--- src/rtl/sbbd_pkg.sv ---
`default_nettype none

package sbbd_pkg;

  // Stream position and block byte counters are fixed by the stream_length register width
  localparam int unsigned POS_W = 32;

  // Register index decoded from paddr[2]
  localparam logic [0:0] REG_STREAM_LENGTH = 1'b0;

  typedef enum logic [1:0] {
    PH_HEADER  = 2'd0,
    PH_PAYLOAD = 2'd1,
    PH_ERROR   = 2'd2
  } phase_e;

  typedef struct packed {
    logic [7:0] data_byte;
    logic       block_last;
    logic       frame_error;
  } res_t;

endpackage

`default_nettype wire

--- src/rtl/sbbd_core.sv ---
`default_nettype none

module sbbd_core import sbbd_pkg::*; #(
  parameter int unsigned LENGTH_BITS      = 32,
  parameter int unsigned MAX_PREFIX_BYTES = 5
) (
  input  wire logic             clk_i,
  input  wire logic             rst_ni,
  input  wire logic             step_i,
  input  wire logic [7:0]       byte_i,
  input  wire logic [POS_W-1:0] stream_length_i,
  output logic                  emit_o,
  output res_t                  res_o
);

  localparam int unsigned PC_W  = $clog2(MAX_PREFIX_BYTES + 1);
  localparam int unsigned CMP_W = (LENGTH_BITS > POS_W) ? LENGTH_BITS : POS_W;

  phase_e                 phase_q, phase_d;
  logic [LENGTH_BITS-1:0] accum_q, accum_d;
  logic [POS_W-1:0]       left_q, left_d;
  logic [POS_W-1:0]       pos_q, pos_d;
  logic [PC_W-1:0]        cnt_q, cnt_d;

  logic                   drop;
  logic [POS_W-1:0]       pos_inc;
  logic [POS_W-1:0]       left_dec;
  logic                   terminal;
  logic                   ovf;
  logic [LENGTH_BITS-1:0] accum_sh;
  logic [PC_W-1:0]        cnt_inc;
  logic [POS_W-1:0]       stream_rem;
  logic [CMP_W-1:0]       accum_x;
  logic                   too_long;
  logic                   hdr_err;

  assign drop       = (phase_q == PH_ERROR) || (pos_q >= stream_length_i);
  assign pos_inc    = pos_q + POS_W'(1);
  assign left_dec   = (left_q == '0) ? '0 : left_q - POS_W'(1);
  // last byte of the stream closes a header even without its stop bit
  assign terminal   = byte_i[7] || (pos_inc >= stream_length_i);
  assign ovf        = |accum_q[LENGTH_BITS-1 -: 7];
  assign accum_sh   = {accum_q[LENGTH_BITS-8:0], byte_i[6:0]};
  assign cnt_inc    = cnt_q + PC_W'(1);
  assign stream_rem = stream_length_i - pos_inc;
  assign accum_x    = CMP_W'(accum_sh);
  assign too_long   = terminal ? (accum_x > CMP_W'(stream_rem))
                               : (cnt_inc >= PC_W'(MAX_PREFIX_BYTES));
  assign hdr_err    = ovf || too_long;

  always_comb begin
    phase_d = phase_q;
    accum_d = accum_q;
    left_d  = left_q;
    pos_d   = pos_q;
    cnt_d   = cnt_q;
    if (step_i && !drop) begin
      pos_d = pos_inc;
      case (phase_q)
        PH_PAYLOAD: begin
          left_d = left_dec;
          if (left_dec == '0) begin
            phase_d = PH_HEADER;
          end
        end
        PH_HEADER: begin
          if (hdr_err) begin
            phase_d = PH_ERROR;
            accum_d = '0;
            cnt_d   = '0;
            left_d  = '0;
          end else if (!terminal) begin
            accum_d = accum_sh;
            cnt_d   = cnt_inc;
          end else begin
            cnt_d   = '0;
            accum_d = '0;
            // zero-length block: stay in header
            if (accum_sh != '0) begin
              left_d  = POS_W'(accum_x);
              phase_d = PH_PAYLOAD;
            end
          end
        end
        default: ;
      endcase
    end
  end

  always_comb begin
    emit_o = 1'b0;
    res_o  = '0;
    if (step_i && !drop) begin
      case (phase_q)
        PH_PAYLOAD: begin
          emit_o           = 1'b1;
          res_o.data_byte  = byte_i;
          res_o.block_last = (left_dec == '0);
        end
        PH_HEADER: begin
          if (hdr_err) begin
            emit_o            = 1'b1;
            res_o.frame_error = 1'b1;
          end
        end
        default: ;
      endcase
    end
  end

  always_ff @(posedge clk_i or negedge rst_ni) begin
    if (!rst_ni) begin
      phase_q <= PH_HEADER;
      accum_q <= '0;
      left_q  <= '0;
      pos_q   <= '0;
      cnt_q   <= '0;
    end else begin
      phase_q <= phase_d;
      accum_q <= accum_d;
      left_q  <= left_d;
      pos_q   <= pos_d;
      cnt_q   <= cnt_d;
    end
  end

  a_payload_nonempty: assert property (@(posedge clk_i) disable iff (!rst_ni)
    phase_q == PH_PAYLOAD |-> (left_q != '0) && (accum_q == '0))
    else $error("payload phase with empty block count or pending length");

  a_error_sticky: assert property (@(posedge clk_i) disable iff (!rst_ni)
    phase_q == PH_ERROR |=> phase_q == PH_ERROR)
    else $error("left error phase without reset");

  a_prefix_bound: assert property (@(posedge clk_i) disable iff (!rst_ni)
    cnt_q < PC_W'(MAX_PREFIX_BYTES))
    else $error("header byte count past limit");

  a_err_enters_error: assert property (@(posedge clk_i) disable iff (!rst_ni)
    emit_o && res_o.frame_error |=> phase_q == PH_ERROR)
    else $error("error result without entering error phase");

  a_last_ends_block: assert property (@(posedge clk_i) disable iff (!rst_ni)
    emit_o && res_o.block_last |=> phase_q == PH_HEADER)
    else $error("block end not followed by header phase");

endmodule

`default_nettype wire

--- src/rtl/stop_bit_block_deframer.sv ---
// Stop-bit length-prefixed block deframer.
// Input stream (s_axis_*): one raw byte per transfer. The stream is a run of
// blocks, each led by a length header of 7 bits per byte, MSB group first,
// closed by a byte with bit 7 set. Header bytes give no output.
// Output stream (m_axis_*): payload bytes in tdata, tlast on the final byte of
// each block, tuser = frame error. On a header error (length past stream end,
// length overflow, header too long) one transfer with tuser high and tdata,
// tlast low is sent, then every byte is swallowed until reset.
// APB: register 0 (addr 0x0) is stream_length, total bytes incl. headers;
// bytes past it are dropped. Write it only while the block is idle.
// A byte passes the input register, then the output register, on its way to m_axis.
// Throughput: one byte per cycle while the output is not stalled; an input
// register and an output register each hold one item, so one more input
// transfer is taken while an output waits. When m_axis_tready is low, the
// output holds and the input stage fills, then s_axis_tready drops. Reset
// empties both stages, clears the parse state and sets stream_length to all ones.

`default_nettype none

module stop_bit_block_deframer import sbbd_pkg::*; #(
  parameter int unsigned LENGTH_BITS      = 32,
  parameter int unsigned MAX_PREFIX_BYTES = 5
) (
  input  wire logic        clk_i,
  input  wire logic        rst_ni,
  input  wire logic        s_axis_tvalid_i,
  output logic             s_axis_tready_o,
  input  wire logic [7:0]  s_axis_tdata_i,   // [7:0] in_byte
  output logic             m_axis_tvalid_o,
  input  wire logic        m_axis_tready_i,
  output logic [7:0]       m_axis_tdata_o,   // [7:0] data_byte
  output logic             m_axis_tlast_o,   // block_last
  output logic             m_axis_tuser_o,   // [0] frame_error
  input  wire logic        psel_i,
  input  wire logic        penable_i,
  input  wire logic        pwrite_i,
  input  wire logic [2:0]  paddr_i,
  input  wire logic [31:0] pwdata_i,
  output logic [31:0]      prdata_o,
  output logic             pready_o
);

  logic [POS_W-1:0] stream_length_q;
  logic             in_vld_q, in_vld_d;
  logic [7:0]       in_byte_q;
  logic             out_vld_q, out_vld_d;
  res_t             out_res_q;
  logic             out_free;
  logic             step;
  logic             emit;
  res_t             res;
  logic             cfg_wr;

  assign pready_o = 1'b1;
  assign cfg_wr   = psel_i && penable_i && pwrite_i && (paddr_i[2:2] == REG_STREAM_LENGTH);
  assign prdata_o = (paddr_i[2:2] == REG_STREAM_LENGTH) ? stream_length_q : '0;

  always_ff @(posedge clk_i or negedge rst_ni) begin
    if (!rst_ni) begin
      stream_length_q <= '1;
    end else if (cfg_wr) begin
      stream_length_q <= pwdata_i;
    end
  end

  assign out_free        = !out_vld_q || m_axis_tready_i;
  assign step            = in_vld_q && out_free;
  assign s_axis_tready_o = !in_vld_q || out_free;

  always_comb begin
    in_vld_d = in_vld_q;
    if (s_axis_tvalid_i && s_axis_tready_o) begin
      in_vld_d = 1'b1;
    end else if (step) begin
      in_vld_d = 1'b0;
    end
  end

  assign out_vld_d = out_free ? emit : out_vld_q;

  always_ff @(posedge clk_i or negedge rst_ni) begin
    if (!rst_ni) begin
      in_vld_q  <= 1'b0;
      out_vld_q <= 1'b0;
    end else begin
      in_vld_q  <= in_vld_d;
      out_vld_q <= out_vld_d;
    end
  end

  always_ff @(posedge clk_i) begin
    if (s_axis_tvalid_i && s_axis_tready_o) begin
      in_byte_q <= s_axis_tdata_i;
    end
    if (out_free && emit) begin
      out_res_q <= res;
    end
  end

  sbbd_core #(
    .LENGTH_BITS      (LENGTH_BITS),
    .MAX_PREFIX_BYTES (MAX_PREFIX_BYTES)
  ) u_core (
    .clk_i           (clk_i),
    .rst_ni          (rst_ni),
    .step_i          (step),
    .byte_i          (in_byte_q),
    .stream_length_i (stream_length_q),
    .emit_o          (emit),
    .res_o           (res)
  );

  assign m_axis_tvalid_o = out_vld_q;
  assign m_axis_tdata_o  = out_res_q.data_byte;
  assign m_axis_tlast_o  = out_res_q.block_last;
  assign m_axis_tuser_o  = out_res_q.frame_error;

endmodule

`default_nettype wire

--- config.mk ---
export PLATFORM = sky130hd
export DESIGN_NAME = stop_bit_block_deframer
export DESIGN_NICKNAME = d
export VERILOG_FILES = /design/src/rtl/sbbd_pkg.sv /design/src/rtl/sbbd_core.sv /design/src/rtl/stop_bit_block_deframer.sv
export SDC_FILE = /design/constraint.sdc
export NUM_CORES = 1
export LEC_CHECK = 0
export BUFFER_PORTS_ARGS = -buffer_cell sky130_fd_sc_hd__buf_4
export CORE_AREA = 2 2 151 153
export DETAILED_ROUTE_END_ITERATION = 10
export DIE_AREA = 0 0 153 155
export PLACE_DENSITY = 0.68
export SYNTH_ARGS = -nofsm -noshare
export SYNTH_HDL_FRONTEND = slang
export SYNTH_SLANG_ARGS = --single-unit
--- constraint.sdc ---
create_clock -name clk_i -period 8.3 [get_ports clk_i]
set_input_delay 1.245 -clock clk_i [delete_from_list [all_inputs] [get_ports clk_i]]
set_output_delay 1.245 -clock clk_i [all_outputs]
set_load 0.02 [all_outputs]
Word-level counts from Yosys, hierarchy flattened
Cells that the tools add are included.

storage, ports and cells
  flip-flop bits (word level) = 153
  bits of input ports = 50
  word-level logic and storage cells = 73

operators by class
  add/sub/neg operators = 4
  $lt $le $gt $ge = 4
  equal/unequal tests = 5
  mux-type cells = 21
  bitwise operators = 1
  reductions and logical operators = 26

operators with widths
  kind                   count
  $mux 32                7
  $ge 32x32->1           2
  $logic_not 32->1       2
  $pmux 32 s2            1
  $add 32x1->32 const B  1
  $gt 32x32->1           1
  $reduce_bool 32->1     1
  $sub 32x1->32 const B  1
  $sub 32x32->32         1
  $mux 2                 4
  $logic_and 1x1->1      7
  $reduce_or 7->1        1
  $mux 3                 2
  $ne 3x1->1 const B     2
  $logic_or 1x1->1       5
  $mux 1                 5
  $reduce_and 5->1       1
  $pmux 2 s2             1
  $reduce_and 2->1       2
  $reduce_and 4->1       1
  $reduce_bool 2->1      2
  $add 3x1->3 const B    1
  $ge 3x3->1 const B     1
  $logic_not 1->1        3
  6 further kinds        6

Depth between registers and ports, before layout
  depth in word-level cells = 9
  gate-level depth with buffers = 36

Hierarchy
Synthesis repeated with hierarchy kept, for this count alone.

second synthesis, totals
  cell total of the unflattened synthesis = 1182
  area, all modules = 11199.5 um2

by module, submodules not included
  module                   times used  cells each  area each (um2)
  sbbd_core                1           1050        8969.9
  stop_bit_block_deframer  1           132         2229.6

Least setup slack after synthesis
Ideal clock, no wire load.

  kind = reg-to-reg
  start = reg u_core.pos_q[0]
  end = reg u_core.left_q[11]
  arrival = 6.535 ns
  required time = 8.168 ns
  setup slack = 1.633 ns
  cell stages (with the launch flop) = 34
  path through = dfrtp_1 > ha_1 > nand3_2 > or4_1 > buf_2 > nor2_1 > and2_1 > nand4_1 > or2_2 > clkbuf_1 > xor2_1 > ha_1 > a21o_1 > a21oi_1 > nor2b_1 > nor2_1 > nor2_1 > o21ai_0 > nand2b_1 > a21oi_1 > o21ai_0 > a21oi_1 > xor2_1 > ha_1 > nand3_1 > nor3_1 > nand2_1 > or4_1 > nor4_1 > o21ai_0 > or3_1 > nand2_1 > clkbuf_1 > o21ai_1

on the way
  longest elaborated chain between the ends = 7
  elaborated cells between the ends (all ways) = 16
  classes of those cells = add/sub: 2; order compare: 3; eq/ne: 2; mux: 3; reduce/logical: 6

ends and longest elaborated chain
  item                                                              line                              text
  start, declared                                                   sbbd_core.sv:22                   logic [POS_W-1:0] pos_q, pos_d;
  start signal, assigned                                            sbbd_core.sv:122                  pos_q <= pos_d;
  $add 32x1->32                                                     sbbd_core.sv:38                   assign pos_inc = pos_q + POS_W'(1);
  $sub 32x32->32 / $ge 32x32->1 (equally long branches)             sbbd_core.sv:45, sbbd_core.sv:41
  $gt 32x32->1 / $logic_or 1x1->1 (equally long branches)           sbbd_core.sv:47, sbbd_core.sv:41
  $mux 1                                                            sbbd_core.sv:47                   assign too_long = terminal ? (accum_x > CMP_W'(stream_rem))
  $logic_or 1x1->1                                                  sbbd_core.sv:49                   assign hdr_err = ovf || too_long;
  $ne 3x1->1 (no line) / $mux 32 (equally long branches)            n/a
  $reduce_and 4->1 (no line) / $pmux 32 s2 (equally long branches)  n/a
  end signal, assigned                                              sbbd_core.sv:121                  left_q <= left_d;
  end, declared                                                     sbbd_core.sv:21                   logic [POS_W-1:0] left_q, left_d;

Parallel ways exist; a longest one is shown, timed or not.
A chain may end at the register's enable or synchronous reset.

Worst setup path in the final report
  start = reg u_core.pos_q[0]
  end = reg out_res_q (netlist bit m_axis_tdata_o[6]), enable pin

on the way
  longest elaborated chain between the ends = 9
  elaborated cells between the ends (all ways) = 15
  classes of those cells = add/sub: 2; order compare: 3; mux: 4; reduce/logical: 6

ends and longest elaborated chain
  item                                                     line                              text
  $add 32x1->32                                            sbbd_core.sv:38
  $sub 32x32->32 / $ge 32x32->1 (equally long branches)    sbbd_core.sv:45, sbbd_core.sv:41
  $gt 32x32->1 / $logic_or 1x1->1 (equally long branches)  sbbd_core.sv:47, sbbd_core.sv:41
  $mux 1                                                   sbbd_core.sv:47
  $logic_or 1x1->1                                         sbbd_core.sv:49
  $mux 1                                                   sbbd_core.sv:101                  if (hdr_err) begin
  $pmux 1 s2                                               sbbd_core.sv:94                   case (phase_q)
  $mux 1 (*)                                               sbbd_core.sv:93                   if (step_i && !drop) begin
  $logic_and 1x1->1 (*)                                    stop_bit_block_deframer.sv:95     if (out_free && emit) begin
  end signal, assigned                                     stop_bit_block_deframer.sv:96     out_res_q <= res;
  end, declared                                            stop_bit_block_deframer.sv:47     res_t out_res_q;

Every way passes the cells marked *; elsewhere a longest branch is shown, timed or not.

==> impl_results.md <==
* Avg Cell Area, Syn at around 9.2 sq um
* Mapped Cells at 1191
* First-pass GRT wire length at roughly 46 mm
* Critical path origin: u_core.pos_q[0]$_DFFE_PN0P_
* Req. time, crit path at 8.40 ns
* CP most frequent cell: ha_1
* Routed Antenna Nets at 0
* Worst Path Arrival at 7.73 ns
* DR vias/cell at around 5.8
* F_max at around 130 MHz
* CP endpoint: m_axis_tdata_o[6]$_SDFFCE_PN0P_
* Min Hold Slack at about 0.5 ns
* Critical path peak fanout at 10
* Startpoint types: flop
* Die ar. at approximately 24000 sq um
* DRC at 0
* GRT Util Overall at roughly a quarter
* Fin. Hold Viols at 0
* Status: finished, final reports clean
* Worst Path Buf+Inv at 2
* TritonRoute pass-1 iters at 5
* Area grow syn2layout at 13.8%
* Yosys reg bits at about 150
* Via count at 9134
* Routability cong. at around 0.89
* Grt ovf at 0
* Core area at roughly 22000 sq um
* Netlist Area Pre-Place at between 10000 and 15000 sq um
* Clk root buf: clkbuf_16
* Synthesis warning total at 0
* Crit end category: flop
* Inserted Clock Buffers at 17
* Place WS at between 0.6 and 0.7 ns
* Total power at between 3 and 4 mW
* Storage cell area at approximately 4000 sq um
* Total nets after synthesis at 1338
* Ant diodes at 0
* Drt wl/cell at 17.7 um
* Tightest Pin Transition at between 0.9 and 1 ns
* Post-synth EDFFs at 18
* Setup ws final at around 0.67 ns
* Routed WL at around 28 mm
* Die X at about 150 um
* Pwr dens at between 200 and 300 nW/um^2
* Starting DRT DRC Count at roughly 570
* Fraction of layout cells with a size suffix above 1 at 17.3%
* Sequential area share after synthesis at 36.3%
* Slowest Stage Delay on Critical Path at roughly 0.59 ns
* Static leakage at 5.69 nW
* Starting Density at 49.1%
* Reg2reg end: m_axis_tdata_o[6]$_SDFFCE_PN0P_
* Die Y at 155 um
* R2R cell count at 29
* Top_reg_cell synth: dfrtp_1
* Filler cells at 1998
* Vias in the first global route at between 8k and 9k
* Dpl hpwl at 20.5 mm
* Async S/R FF share, synth at 88.2%
* Max-cap violations at 0
* CP Depth at 29
* Row cnt at 55
* Multi-input gate area at 6520 sq um
* Slowest cell on crit path: or4_1
* Clock insertion delay at the later pin of the skew report at between 0.4 and 0.5 ns
* I/O Buffers at just over 90
* Worst Skew at 0.0120 ns
* Relative slew slack at 34.6%
* Final cell count without fillers at approximately 1.6k
* TritonCTS clock tree: done
* RSZ-0062 raised after global routing: no
* Worst IR Drop VDD at around 0.15 mV
* Largest net degree at the start of global routing at 75
* Final setup fails at 0
* Worst path top cell family by delay: compound AO/OA/AOI/OAI gates
* Sink Count at approximately 150
* Boundary Pins at 95
* Crit Path Class: reg -> reg
* Post-synthesis cell type count at 74
* Clk pin slew, worst setup/hold paths at 0.07 ns
* Worst R2R Setup Slack at roughly 0.67 ns
* Final Cycle Share at 92.0%
* Setup TNS at 0 ns
* Minimum clock period at around 7.6 ns
* Slew Viols, Final at 0
* Initial antenna violation count at 0
* Htree depth at 4
* RR Startpoint: u_core.pos_q[0]$_DFFE_PN0P_
* CTS Buffer Depth at 2
* Final net count at between 1k and 1.5k
* HP Class: reg -> reg
* Placed cells at 1532
[stage by stage]
stage	util, %	cell area (sq um)
CTS	55.8	12400
floorplan	-	10900
global placement	53.3	11800
detailed placement	53.3	11800
global route	55.9	12400
finish	55.9	12400
[Yosys cell counts, types with 4 or more instances]
master,instances,area share (%)
a221o_1,4,0.37
or3_1,9,0.52
a22o_1,33,2.6
xor2_1,49,3.9
o21a_1,10,0.69
buf_2,7,0.32
o31ai_1,8,0.55
nor3_1,46,2.1
nand2_1,58,2.0
a32oi_1,4,0.32
nor4_1,29,1.7
a22oi_1,5,0.34
xnor2_1,56,4.5
and2_1,9,0.52
o21ai_0,50,2.3
edfxtp_1,18,5.0
nand3_1,26,1.2
dfstp_2,32,7.7
dfrtp_1,103,24
a31oi_1,14,0.80
nand2b_1,10,0.57
mux2_2,33,3.4
inv_1,62,2.1
ha_1,96,11
nor2b_1,6,0.34
o21ai_1,22,1.0
or4_1,6,0.41
a21oi_1,67,3.1
nor2_1,135,4.6
clkbuf_1,34,1.2
nand4_1,29,1.7
and3_1,15,0.86
or2_2,5,0.29
a21o_1,35,2.4
a211oi_1,5,0.34
[worst min-delay path by stage]
| stage | start | to | slack (ns) | cells after the start |
|---|---|---|---|---|
| 6_report | u_core.cnt_q[2]$_DFFE_PN0P_ | u_core.cnt_q[2]$_DFFE_PN0P_ | 0.50 | 1 |
| 2_1_floorplan | u_core.accum_q[31]$_DFFE_PN0P_ | u_core.accum_q[31]$_DFFE_PN0P_ | 0.46 | 1 |
| 5_1_grt | u_core.accum_q[29]$_DFFE_PN0P_ | u_core.accum_q[29]$_DFFE_PN0P_ | 0.51 | 1 |
| 4_1_cts | u_core.cnt_q[2]$_DFFE_PN0P_ | u_core.cnt_q[2]$_DFFE_PN0P_ | 0.50 | 1 |
| 3_5_place_dp | u_core.accum_q[27]$_DFFE_PN0P_ | u_core.accum_q[27]$_DFFE_PN0P_ | 0.49 | 1 |
| 3_3_place_gp | u_core.cnt_q[2]$_DFFE_PN0P_ | u_core.cnt_q[2]$_DFFE_PN0P_ | 0.48 | 1 |
[per-layer routing]
| metal | vias up | share of wire, % | GRT usage [%] |
|---|---|---|---|
| met2 | 181 | 48 | 39.6 |
| met1 | 4443 | 47 | 33.0 |
| met4 | 0 | 1.7 | 6.75 |
| met3 | 33 | 3.4 | 3.48 |
| met5 | - | 0 | 0 |
| li1 | 4477 | - | - |
[final cells by class]
type                    instances  area share (%)
multi-input cells             929            52.5
flip-flops and latches        153            31.9
repair buffers                105            6.41
clock buffers                  21            3.63
well taps                     285            2.87
inverters                      62            1.87
clock inverters                11           0.786
[logic make-up (layout without fill, tap and decap cells)]
logic type | count (synthesis) | count (layout) | share of synthesized area [%]
XOR/XNOR | 106 | 106 | 8.64
multiplexers | 36 | 36 | 3.80
flip-flops | 153 | 153 | 36.3
AND/OR/NAND/NOR | 398 | 398 | 18.0
buffers and inverters | 109 | 199 | 4.07
adder cells (fa/ha/maj) | 99 | 99 | 11.4
AO/OA/AOI/OAI | 289 | 289 | 17.8
other | 1 | 1 | 0.0344
[worst reg2reg max path: cells and delay by family, from the launching register on]
family	cells	cell delay (ns)
flip-flops	1	0.43
multiplexers	1	0.18
adder cells (fa/ha/maj)	3	0.86
AND/OR/NAND/NOR	10	2.46
buffers and inverters	2	0.45
AO/OA/AOI/OAI	11	2.64
XOR/XNOR	2	0.28
[power by group]
| part | internal (mW) | leakage [nW] | switching [mW] |
|---|---|---|---|
| Clock | 0.420 | 0.261 | 0.328 |
| Sequential | 0.909 | 1.87 | 0.152 |
| Combinational | 0.590 | 3.56 | 0.766 |
[flip-flops by register name, summed over array words and instances, names as in the netlist]
signal / count
u_core.accum_q: 32
stream_length_q: 32
m_axis_tlast_o: 1
in_byte_q: 8
m_axis_tuser_o: 1
u_core.cnt_q: 3
u_core.pos_q: 32
m_axis_tvalid_o: 1
in_vld_q: 1
u_core.left_q: 32
u_core.phase_q: 2
m_axis_tdata_o: 8
[cell usage in the layout (no fill, tap or decap), types with 5 or more instances in the layout]
cell type / n
a31oi_1: 14
inv_1: 62
nand3_1: 26
o21ai_1: 21
nand2b_1: 10
ha_1: 96
a21o_1: 35
xor2_1: 49
buf_4: 103
o21ai_0: 49
dfrtp_1: 103
nor4_1: 29
nand2_1: 58
nand4_1: 29
nor2_1: 135
and3_1: 15
or3_1: 9
dfstp_2: 32
or2_2: 5
or4_1: 6
mux2_2: 33
xnor2_1: 56
a22o_1: 33
nor2b_1: 6
and2_1: 9
clkbuf_16: 17
nor3_1: 46
edfxtp_1: 18
a22oi_1: 5
o31ai_1: 8
o21a_1: 10
a21oi_1: 66
[timing repair]
action                     4_1_cts  5_1_grt
buffers inserted                 0        2
gates resized for setup          0        2
setup endpoints to repair        0       42
hold buffers                     0        0
Power figures use the tool's default switching activity.
